[config.mk]
export PLATFORM = sky130hd
export DESIGN_NAME = rcpa_ctrl
export DESIGN_NICKNAME = d
export VERILOG_FILES = /design/src/hw/rtl/rcpa_pkg.sv /design/src/hw/rtl/rcpa_ctrl.sv
export SDC_FILE = /design/constraint.sdc
export NUM_CORES = 1
export LEC_CHECK = 0
export BUFFER_PORTS_ARGS = -buffer_cell sky130_fd_sc_hd__buf_4
export CAP_MARGIN = 20
export CORE_AREA = 2 2 39 41
export DETAILED_ROUTE_END_ITERATION = 7
export DIE_AREA = 0 0 41 43
export HOLD_SLACK_MARGIN = 0.08
export SLEW_MARGIN = 40
export SYNTH_ARGS = -nofsm -noshare
export SYNTH_HDL_FRONTEND = slang
export SYNTH_SLANG_ARGS = --single-unit
[constraint.sdc]
create_clock -name clk -period 4.5 [get_ports clk]
set_clock_uncertainty 0.1 [all_clocks]
set_input_delay 0.225 -clock clk [delete_from_list [all_inputs] [get_ports clk]]
set_output_delay 0.225 -clock clk [all_outputs]
set_load 0.02 [all_outputs]
[src/hw/rtl/rcpa_pkg.sv]
// Package for the reference-counted page allocator.
// Holds operation and status codes, controller states and the control structs.
// Used by rcpa_ctrl, rcpa_datapath and refcounted_page_allocator.
package rcpa_pkg;

    // Operation codes carried by an input item.
    typedef enum logic [1:0] {
        OP_ALLOC   = 2'd0,
        OP_RELEASE = 2'd1,
        OP_ADDREF  = 2'd2,
        OP_QUERY   = 2'd3
    } op_t;

    // Status codes returned with every result.
    typedef enum logic [2:0] {
        ST_OK          = 3'd0,
        ST_EMPTY       = 3'd1,
        ST_POPPED_USED = 3'd2,
        ST_REL_UNUSED  = 3'd3,
        ST_ADD_UNUSED  = 3'd4,
        ST_RANGE       = 3'd5
    } status_code_t;

    // Controller states.
    typedef enum logic [1:0] {
        S_CLEAR = 2'd0,
        S_IDLE  = 2'd1,
        S_TOP   = 2'd2,
        S_EVAL  = 2'd3
    } state_t;

    // Commands from the controller to the datapath.
    typedef struct packed {
        logic accept;      // latch the item and read both memories
        logic take_top;    // resolve the stack top and read its count
        logic evaluate;    // apply the operation and load the result
        logic clear_step;  // zero one count entry of the sweep
    } ctrl_cmd_t;

    // Status from the datapath to the controller.
    typedef struct packed {
        logic op_alloc;    // item on the input is an allocate
        logic clear_last;  // sweep is at the final entry
    } dp_stat_t;

endpackage

[src/hw/rtl/rcpa_ctrl.sv]
// Controller state machine of the reference-counted page allocator.
// Sequences clearing, item acceptance, stack-top lookup and evaluation.
// Depends on rcpa_pkg.
module rcpa_ctrl (
    input  logic                clk,
    input  logic                rst_n,
    input  logic                start,
    input  logic                cfg_we,
    input  rcpa_pkg::dp_stat_t  stat,
    output rcpa_pkg::ctrl_cmd_t cmd,
    output logic                busy,
    output logic                done
);

    rcpa_pkg::state_t state_reg;
    rcpa_pkg::state_t state_next;
    logic             done_reg;
    logic             done_next;

    // State and strobe registers; reset starts the count clearing sweep.
    always_ff @(posedge clk or negedge rst_n)
    begin
        if (!rst_n)
        begin
            state_reg <= rcpa_pkg::S_CLEAR;
            done_reg  <= 1'b0;
        end
        else
        begin
            state_reg <= state_next;
            done_reg  <= done_next;
        end
    end

    // Next state and commands.
    always_comb
    begin
        state_next = state_reg;
        done_next  = 1'b0;
        cmd        = '0;
        busy       = 1'b1;
        case (state_reg)
            rcpa_pkg::S_CLEAR:
            begin
                cmd.clear_step = 1'b1;
                if (stat.clear_last)
                begin
                    state_next = rcpa_pkg::S_IDLE;
                end
            end
            rcpa_pkg::S_IDLE:
            begin
                busy = 1'b0;
                if (start)
                begin
                    cmd.accept = 1'b1;
                    state_next = stat.op_alloc ? rcpa_pkg::S_TOP : rcpa_pkg::S_EVAL;
                end
            end
            rcpa_pkg::S_TOP:
            begin
                cmd.take_top = 1'b1;
                state_next   = rcpa_pkg::S_EVAL;
            end
            rcpa_pkg::S_EVAL:
            begin
                cmd.evaluate = 1'b1;
                done_next    = 1'b1;
                state_next   = rcpa_pkg::S_IDLE;
            end
            default:
            begin
                state_next = rcpa_pkg::S_CLEAR;
            end
        endcase
        // A register write reinitialises everything and restarts the sweep.
        if (cfg_we)
        begin
            state_next     = rcpa_pkg::S_CLEAR;
            cmd.clear_step = 1'b0;
        end
    end

    assign done = done_reg;

endmodule

## Word-level counts from Yosys, hierarchy flattened

Index checks and enable logic that the tools add are counted.

- Reductions and logical operators: 2
- Mux-type cells: 12
- Equal/unequal tests: 5

Operators by type and width:

| kind | number |
|---|---|
| $mux 1 | 8 |
| $pmux 2 s4 | 1 |
| $mux 2 | 3 |
| $ne 3x3->1 const B | 2 |
| $eq 2x2->1 const B | 2 |
| $eq 2x1->1 const B | 1 |
| $logic_not 2->1 | 1 |
| $reduce_and 2->1 | 1 |

- Register bits after elaboration: 3

## Depth between registers and ports, before layout

Gate-level depths: netlist (run 1).

- Depth after elaboration: 4
- Mapped depth: 5
- Depth with buffers taken out: 5

## Worst setup path before layout (run 1)

No wires, ideal clock.

- Kind: reg-to-reg
- From: register state_reg[0]
- To: register state_reg[1]
- Path slack: 3080 ps
- Arrival: 1247 ps
- Cell stages (with the launch flop): 6
- Library setup time: 73 ps
- Buffers on the path: 0
- Cell sequence: dfrtp_1 -> inv_1 -> ha_1 -> nor2b_4 -> or3b_1 -> a21oi_2

- Word-level cells in the longest chain between the ends: 3

Ends and longest elaborated chain:

| element | line | RTL |
|---|---|---|
| start, declared | rcpa_ctrl.sv:15 | `rcpa_pkg::state_t state_reg;` |
| start signal, assigned | rcpa_ctrl.sv:25 | `state_reg <= rcpa_pkg::S_CLEAR;` |
| start signal, assigned | rcpa_ctrl.sv:30 | `state_reg <= state_next;` |
| $eq 2x2->1, or another cell as far along | rcpa_ctrl.sv:42 | `case (state_reg)` |
| $pmux 2 s4 / $ne 3x3->1 (equally long branches) | -- |  |
| $mux 2 / $reduce_and 2->1 (equally long branches) | -- |  |

Several ways; a longest one is shown, not always the timed one.
A chain may end at the register's enable or synchronous reset.

==> results of run 1 <==
==> per-stage QoR <==
stage                      util  hold slack [ps]  total power, mW
after global placement    0.250            -85.0            0.197
after detailed placement  0.250            -85.0            0.195
after global routing      0.284              213            0.269
final                     0.284              220            0.243
after floorplan               -             -171            0.153
after CTS                 0.284              216            0.247
==> worst paths after layout <==
| kind | end | cells past startpoint |
|---|---|---|
| min in group clk | state_reg[1] | 4 |
| hold reg to reg | done | 1 |
| setup reg to reg | state_reg[1] | 5 |
| setup / recovery | cmd[0] | 4 |
| max in group asynchronous | done | 2 |
| hold / removal | state_reg[1] | 2 |
==> kinds of logic after synthesis <==
group,share of synthesized area
buf+inv,0.0895
flops,0.298
simple gates,0.249
compound gates,0.114
fa+ha+maj,0.249
==> cells in the mapped netlist <==
master,instances
inv_1,4
a21oi_2,1
o311a_1,1
nand3b_1,1
and2_1,1
o21ai_1,2
or3b_1,1
nor2b_4,2
buf_4,1
nor2b_1,1
ha_1,5
dfrtp_1,3
nand2b_1,1
==> metal layers <==
layer	track usage	vias to the layer above	routed length (um)
met2	0.0844	13	163
met1	0.0772	86	230
met3	0.0628	2	54
li1	-	109	-
met4	0.0800	0	19
met5	0	-	0
==> worst register-to-register path: cells and delay by family (launching register included) <==
| kind | cells | cell delay [ps] |
|---|---|---|
| AOI/OAI and AO/OA | 1 | 120 |
| adders and majority gates | 1 | 210 |
| buffers and inverters | 1 | 90 |
| DFF | 1 | 380 |
| and+or+nand+nor | 2 | 510 |
==> power groups by stage <==
| stage | Sequential [mW] | Combinational (mW) | Clock (mW) |
|---|---|---|---|
| global route | 0.0501 | 0.167 | 0.0520 |
| CTS | 0.0481 | 0.150 | 0.0491 |
| floorplan | 0.0482 | 0.104 | 0 |
| global placement | 0.0484 | 0.148 | 0 |
| detailed placement | 0.0484 | 0.147 | 0 |
| finish | 0.0476 | 0.148 | 0.0473 |
==> final cells by class <==
cell class / instances / share of cell area
well taps: 16 / 0.0510
multi-input cells: 16 / 0.392
repair buffers: 13 / 0.261
clock buffers: 4 / 0.0669
flip-flops and latches: 3 / 0.191
inverters: 4 / 0.0382
==> flow_metrics.tcl, run 1 <==
set metrics [dict create \
    clock_latency_ps 230 \
    h-tree-depth 1 \
    cts.repair.resized 0 \
    synth-seq-area-share 0.299 \
    swShare 0.399 \
    r2r_slack_ps 3000 \
    wirelength_um 468 \
    crit_family "flip-flops" \
    via_per_inst 3.75 \
    finalHoldViolations 0 \
    cp_max_fo 4 \
    critPathMaxStageDelay_ps 410 \
    rr_startpoint "state_reg[0]" \
    fin_tns_setup_ps 0 \
    irDropWorstVdd_uv 254 \
    cp_slowest_cell "dfrtp_1" \
    postCtsSetupRepairBufs 0 \
    cts.sinks 3 \
    grt_remaining_overflow 0 \
    switching_power_mw 0.0970 \
    power_frac_seq 0.196 \
    layout_common_cells "buf_4 (11), ha_1 (5), inv_1 (4)" \
    synth.area.top_cells "dfrtp_1 (30%), ha_1 (25%), nor2b_4 (11%)" \
    syn_area_per_cell_um2 10.5 \
    synth.distinct_cells 13 \
    fillers 143 \
    power.density_mw_per_mm2 618 \
    synth_fp_nets 35 \
    drtIter0Drc 1 \
    slew-limit-headroom 0.895 \
    place_inst 50 \
    numCtsBuffers 3 \
    clockPowerShare 0.195 \
    ys_ff_latch 3 \
    vias 210 \
    numPortBuffers 11 \
    clk_pin_slew_worst_paths_ps 40 \
    cts_tree "done" \
    grt_pass1_wl_um 786 \
    final_common_cell "buf_4" \
    syn_area_um2 251 \
    fin_area_um2 393 \
    crit_type "reg2out" \
    drtPass1Iterations 4 \
    initial_core_util 0.182 \
    critPathArrivalTime_ps 1210 \
    grt_max_degree 5 \
    core-area_mm2 0.00138 \
    yosysTopAreaCell "dfrtp_1" \
    cp_num_buf_inv 2 \
    p_leak_nw 0.201 \
    antenna_cells 0 \
    status "completed" \
    yosys_warnings 0 \
    routabilityCongestion 0.789 \
    die_area_mm2 0.00176 \
    worst_slew_pin_slew_ps 157 \
    die_y_um 43 \
    root_buffer "clkbuf_4" \
    stdcell_count 56 \
    post-place-ws_ps 3010 \
    setup_viol 0 \
    grt_pass1_vias 211 \
    antenna_found_initial 0 \
    cts_hold_buf 2 \
    drive_above_1_share 0.425 \
    regArea_um2 75.1 \
    finalCriticalPeriod_ps 1530 \
    rsz0062_at_grt "no" \
    dp_hpwl_um 360 \
    hold_path.class "in2async" \
    cp.required_ps 4180 \
    grt_use_total 0.0753 \
    ctsLongestPathBuffers 2 \
    area_growth_pct 56.2 \
    placed_area_um2 347 \
    finalMaxSlewViolations 0 \
    ios 12 \
    drc_errors 0 \
    crit_chain "inv_1 -> ha_1 -> nor2b_1 -> buf_4" \
    crit_path_start_kind "flip-flop" \
    max_freq_ghz 0.652 \
    post-route-period-util 0.341 \
    placementRows 14 \
    end_kind "output port" \
    die_x_um 41 \
    multiInputGateArea_um2 154 \
    drv_cap 0 \
    intPower_mw 0.146 \
    synth_top_area_share 0.299 \
    wl_per_cell_um 8.36 \
    ant_nets 0 \
    largest_reg_flops 2 \
    startpoint "state_reg[1]" \
    setup_slack_ps 2970 \
    nets 52 \
    synthCells 24 \
    p_comb_frac 0.609 \
]
Note: power is estimated with default switching activity, not from simulation.
==> run 2, diff against run 1 <==
ABC_AREA = 1   (was default)
clock period = 1.51 ns   (was 4.5 ns; I/O delays follow)
==> flow_metrics.tcl, run 2 <==
set metrics [dict create \
    clockPowerShare 0.224 \
    finalHoldViolations 0 \
    die_y_um 43 \
    worst_slew_pin_slew_ps 143 \
    switching_power_mw 0.270 \
    irDropWorstVdd_uv 450 \
    routabilityCongestion 0.691 \
    area_growth_pct 65.1 \
    yosys_warnings 0 \
    drc_errors 0 \
    async_flop_share 1.00 \
    intPower_mw 0.370 \
    synth_ff_type "dfrtp_1" \
    fin_tns_setup_ps 0 \
    finalMaxSlewViolations 0 \
    nets 63 \
    drtPass1Iterations 1 \
    syn_area_um2 244 \
    postCtsSetupRepairBufs 0 \
    cts_hold_buf 3 \
    synthMostInstantiatedCell "nand2_1" \
    layout_common_cells "buf_4 (12), nand2_1 (9), inv_1 (8)" \
    clk_pin_slew_worst_paths_ps 40 \
    synthCells 33 \
    stdcell_count 67 \
    drtIter0Drc 0 \
    synth_top_area_share 0.308 \
    ctsLongestPathBuffers 2 \
    wl_per_cell_um 8.10 \
    h-tree-depth 1 \
    final_common_cell "buf_4" \
    power.density_mw_per_mm2 1590 \
    cp.required_ps 1330 \
    dp_hpwl_um 410 \
    rsz0062_at_grt "no" \
    grt_pass1_vias 257 \
    initial_core_util 0.176 \
    synth.distinct_cells 10 \
    status "completed" \
    swShare 0.422 \
    synth.area.top_cells "dfrtp_1 (31%), ha_1 (26%), nand2_1 (14%)" \
    cts_tree "done" \
    place_inst 60 \
    ys_ff_latch 3 \
    numCtsBuffers 3 \
    grt_remaining_overflow 0 \
    crit_path_start_kind "flip-flop" \
    grt_max_degree 5 \
    root_buffer "clkbuf_4" \
    p_leak_nw 0.236 \
    placementRows 14 \
    finalCriticalPeriod_ps 1390 \
    grt_use_total 0.0832 \
    wirelength_um 543 \
    die_x_um 41 \
    grt_pass1_wl_um 959 \
    hold_path.class "in2reg" \
    cp_max_fo 4 \
    crit_type "reg2out" \
    max_freq_ghz 0.721 \
    via_per_inst 3.54 \
    clock_latency_ps 230 \
    cts.sinks 3 \
    critPathArrivalTime_ps 1210 \
    largest_reg_flops 2 \
    synth-seq-area-share 0.308 \
    numPortBuffers 11 \
    power_frac_seq 0.198 \
    cts.repair.resized 0 \
    synth_fp_nets 44 \
    setup_viol 0 \
    yosysTopAreaCell "dfrtp_1" \
    synth-edff-count 0 \
    drive_above_1_share 0.314 \
    antenna_cells 0 \
    die_area_mm2 0.00176 \
    core-area_mm2 0.00138 \
    p_comb_frac 0.578 \
    ios 12 \
    antenna_found_initial 0 \
    vias 237 \
    syn_area_per_cell_um2 7.39 \
    drv_cap 0 \
    post-route-period-util 0.918 \
    ant_nets 0 \
    end_kind "output port" \
    slew-limit-headroom 0.904 \
    synthTopCellsByCount "nand2_1 (9), inv_1 (8), ha_1 (5), dfrtp_1 (3), nor2_1 (3)" \
]
run 2: cells by family (layout without fill, tap and decap cells):
logic type	Yosys count	after routing	share of synthesized area
AO/OA/AOI/OAI	2	2	0.0410
adder cells (fa/ha/maj)	5	5	0.256
buffers and inverters	9	27	0.154
flip-flops	3	3	0.308
AND/OR/NAND/NOR	14	14	0.241
run 2: worst max-delay path: stages (launching register included):
cell	delay [ps]
dfrtp_1	410
inv_1	120
ha_1	190
inv_1	40
nor2_1	80
buf_4	140
run 2: worst paths after layout:
kind,startpoint,cells past startpoint,to,slack [ps]
worst max-delay path,state_reg[1],5,cmd[0],120
worst min-delay path,stat[1],5,state_reg[0],90
worst max register to register,state_reg[1],7,state_reg[0],160
worst min register to register,state_reg[1],2,state_reg[1],460
max in group asynchronous,rst_n,3,done,540
min in group asynchronous,rst_n,3,state_reg[1],630
run 2: routing by layer:
layer  GRT usage  part of all wire  vias up
met3      0.0471             0.083        0
met5           0                 0        -
met1      0.0801              0.44       98
met4      0.0200                 0        0
met2       0.144              0.48        9
li1            -                 -      130
run 2: cell type report:
| cell class | instances | area, um^2 |
|---|---|---|
| timing repair buffer | 15 | 120 |
| multi-input combinational | 21 | 131 |
| clock buffer | 4 | 26.3 |
| sequential | 3 | 75.1 |
| inverter | 8 | 30.0 |
| fill | 163 | 981 |
| tap | 16 | 20.0 |
run 2: power by group through the flow:
stage                     clock (mW)  combinational, mW  sequential [mW]
after floorplan                    0              0.214            0.142
after global placement             0              0.359            0.125
after detailed placement           0              0.367            0.127
after CTS                      0.151              0.375            0.127
after global routing           0.157              0.419            0.131
final                          0.143              0.369            0.127
run 2: metrics by stage:
step	utilization	setup slack (ps)	cell area [um^2]	power, mW	hold slack, ps
after CTS	0.291	102	403	0.653	89.0
after floorplan	-	242	244	0.356	-320
final	0.291	123	403	0.640	89.6
after global routing	0.291	6.01	403	0.708	148
after detailed placement	0.250	169	347	0.494	-233
after global placement	0.250	223	347	0.484	-233
==> run 3, diff against run 2 <==
MAX_ROUTING_LAYER = met4   (was default)
clock period = 1.4 ns   (was 1.51 ns; I/O delays follow)
==> flow_metrics.tcl, run 3 (same netlist as run 2, synthesis figures left out) <==
set metrics [dict create \
    finalMaxSlewViolations 0 \
    p_leak_nw 0.246 \
    irDropWorstVdd_uv 433 \
    die_x_um 41 \
    reg2reg_to "state_reg[0]" \
    grt_remaining_overflow 0 \
    status "completed" \
    cp_max_fo 4 \
    cp.required_ps 1230 \
    via_per_inst 3.52 \
    cts.sinks 3 \
    finalHoldViolations 0 \
    max_freq_ghz 0.751 \
    initial_core_util 0.176 \
    numCtsBuffers 3 \
    cts_tree "done" \
    dp_hpwl_um 388 \
    end_kind "output port" \
    ios 12 \
    drive_above_1_share 0.396 \
    drtIter0Drc 3 \
    crit_type "reg2out" \
    grt_pass1_wl_um 869 \
    swShare 0.410 \
    layout_common_cells "buf_4 (14), nand2_1 (9), inv_1 (7)" \
    grt_use_total 0.0770 \
    antenna_cells 0 \
    die_area_mm2 0.00176 \
    hp-start "stat[1]" \
    slew-limit-headroom 0.893 \
    fin_tns_setup_ps 0 \
    crit_path_start_kind "flip-flop" \
    h-tree-depth 1 \
    clockPowerShare 0.202 \
    r2r_slack_ps 130 \
    place_inst 60 \
    intPower_mw 0.441 \
    regArea_um2 75.1 \
    root_buffer "clkbuf_4" \
    critPathArrivalTime_ps 1160 \
    ant_nets 0 \
    drv_cap 0 \
    area_growth_pct 77.4 \
    setup_viol 0 \
    grt_max_degree 5 \
    core-area_mm2 0.00138 \
    vias 243 \
    p_comb_frac 0.611 \
    r2r.worst_path.cells 7 \
    clock_latency_ps 230 \
    stdcell_count 69 \
    hold_path.class "in2reg" \
    wirelength_um 533 \
    routabilityCongestion 0.733 \
    finalCriticalPeriod_ps 1330 \
    drtPass1Iterations 2 \
    power_mw 0.748 \
    nets 65 \
    drc_errors 0 \
    antenna_found_initial 0 \
    final_common_cell "buf_4" \
    largest_reg_flops 2 \
    die_y_um 43 \
    power.density_mw_per_mm2 1730 \
    ctsLongestPathBuffers 2 \
    multiInputGateArea_um2 146 \
    min_path_cells 5 \
    wl_per_cell_um 7.72 \
    numPortBuffers 11 \
    post-route-period-util 0.951 \
    rr_startpoint "state_reg[1]" \
    fillers 156 \
    power_frac_seq 0.187 \
    grt_pass1_vias 219 \
    worst_slew_pin_slew_ps 161 \
    hold-path-endpoint "state_reg[0]" \
    switching_power_mw 0.307 \
    placementRows 14 \
    clk_pin_slew_worst_paths_ps 40 \
]
-- run 3: cell count changes in the layout (fill, tap and decap cells not counted), sizes merged --
cell,delta
buf,+2
-- run 3: power groups by stage --
stage	registers (mW)	logic [mW]	clock network [mW]
final	0.140	0.457	0.151
after global routing	0.145	0.521	0.171
after CTS	0.140	0.394	0.161
after detailed placement	0.141	0.385	0
after global placement	0.139	0.383	0
after floorplan	0.153	0.231	0
-- run 3: layout make-up --
cell class / count / share of cell area
clock buffer: 4 / 0.0607
inverter: 8 / 0.0694
multi-input combinational: 21 / 0.338
sequential: 3 / 0.173
tap: 16 / 0.0462
timing repair buffer: 17 / 0.312
-- run 3: worst max path at each step --
stage	from	endpoint	slack, ps	depth (start not counted)
after floorplan	state_reg[0]	state_reg[0]	130	6
after global placement	state_reg[1]	state_reg[0]	80	7
final	state_reg[0]	cmd[3]	70	5
after CTS	state_reg[1]	cmd[0]	20	5
after detailed placement	state_reg[1]	state_reg[0]	50	7
after global routing	state_reg[1]	cmd[3]	-2	5
-- run 3: per-stage QoR --
stage / setup slack, ps / hold slack, ps / instance area, um^2 / utilization
3_3_place_gp: 76.1 / -241 / 347 / 0.250
2_1_floorplan: 132 / -326 / 244 / -
3_5_place_dp: 52.6 / -238 / 347 / 0.250
4_1_cts: 19.5 / 81.4 / 403 / 0.291
5_1_grt: -1.76 / 104 / 433 / 0.313
6_report: 68.0 / 92.9 / 433 / 0.313
-- run 3: what timing repair did --
item	CTS	global route
setup endpoints to repair	0	3
gates resized for setup	0	5
hold buffers	3	0
endpoints found under the hold margin	4	0
setup buffers	0	2
-- run 3: routing by layer --
metal	track usage	up-vias	routed length, um
li1	-	135	-
met1	0.0895	101	264
met2	0.100	7	242
met3	0.0314	0	26
met4	0.0600	0	0
met5	-	-	0
-- run 3: worst max-delay path: stages, from the launching register on --
cell,delay (ps)
dfrtp_1,370
buf_4,150
ha_2,180
nand2_1,50
inv_1,30
buf_4,140
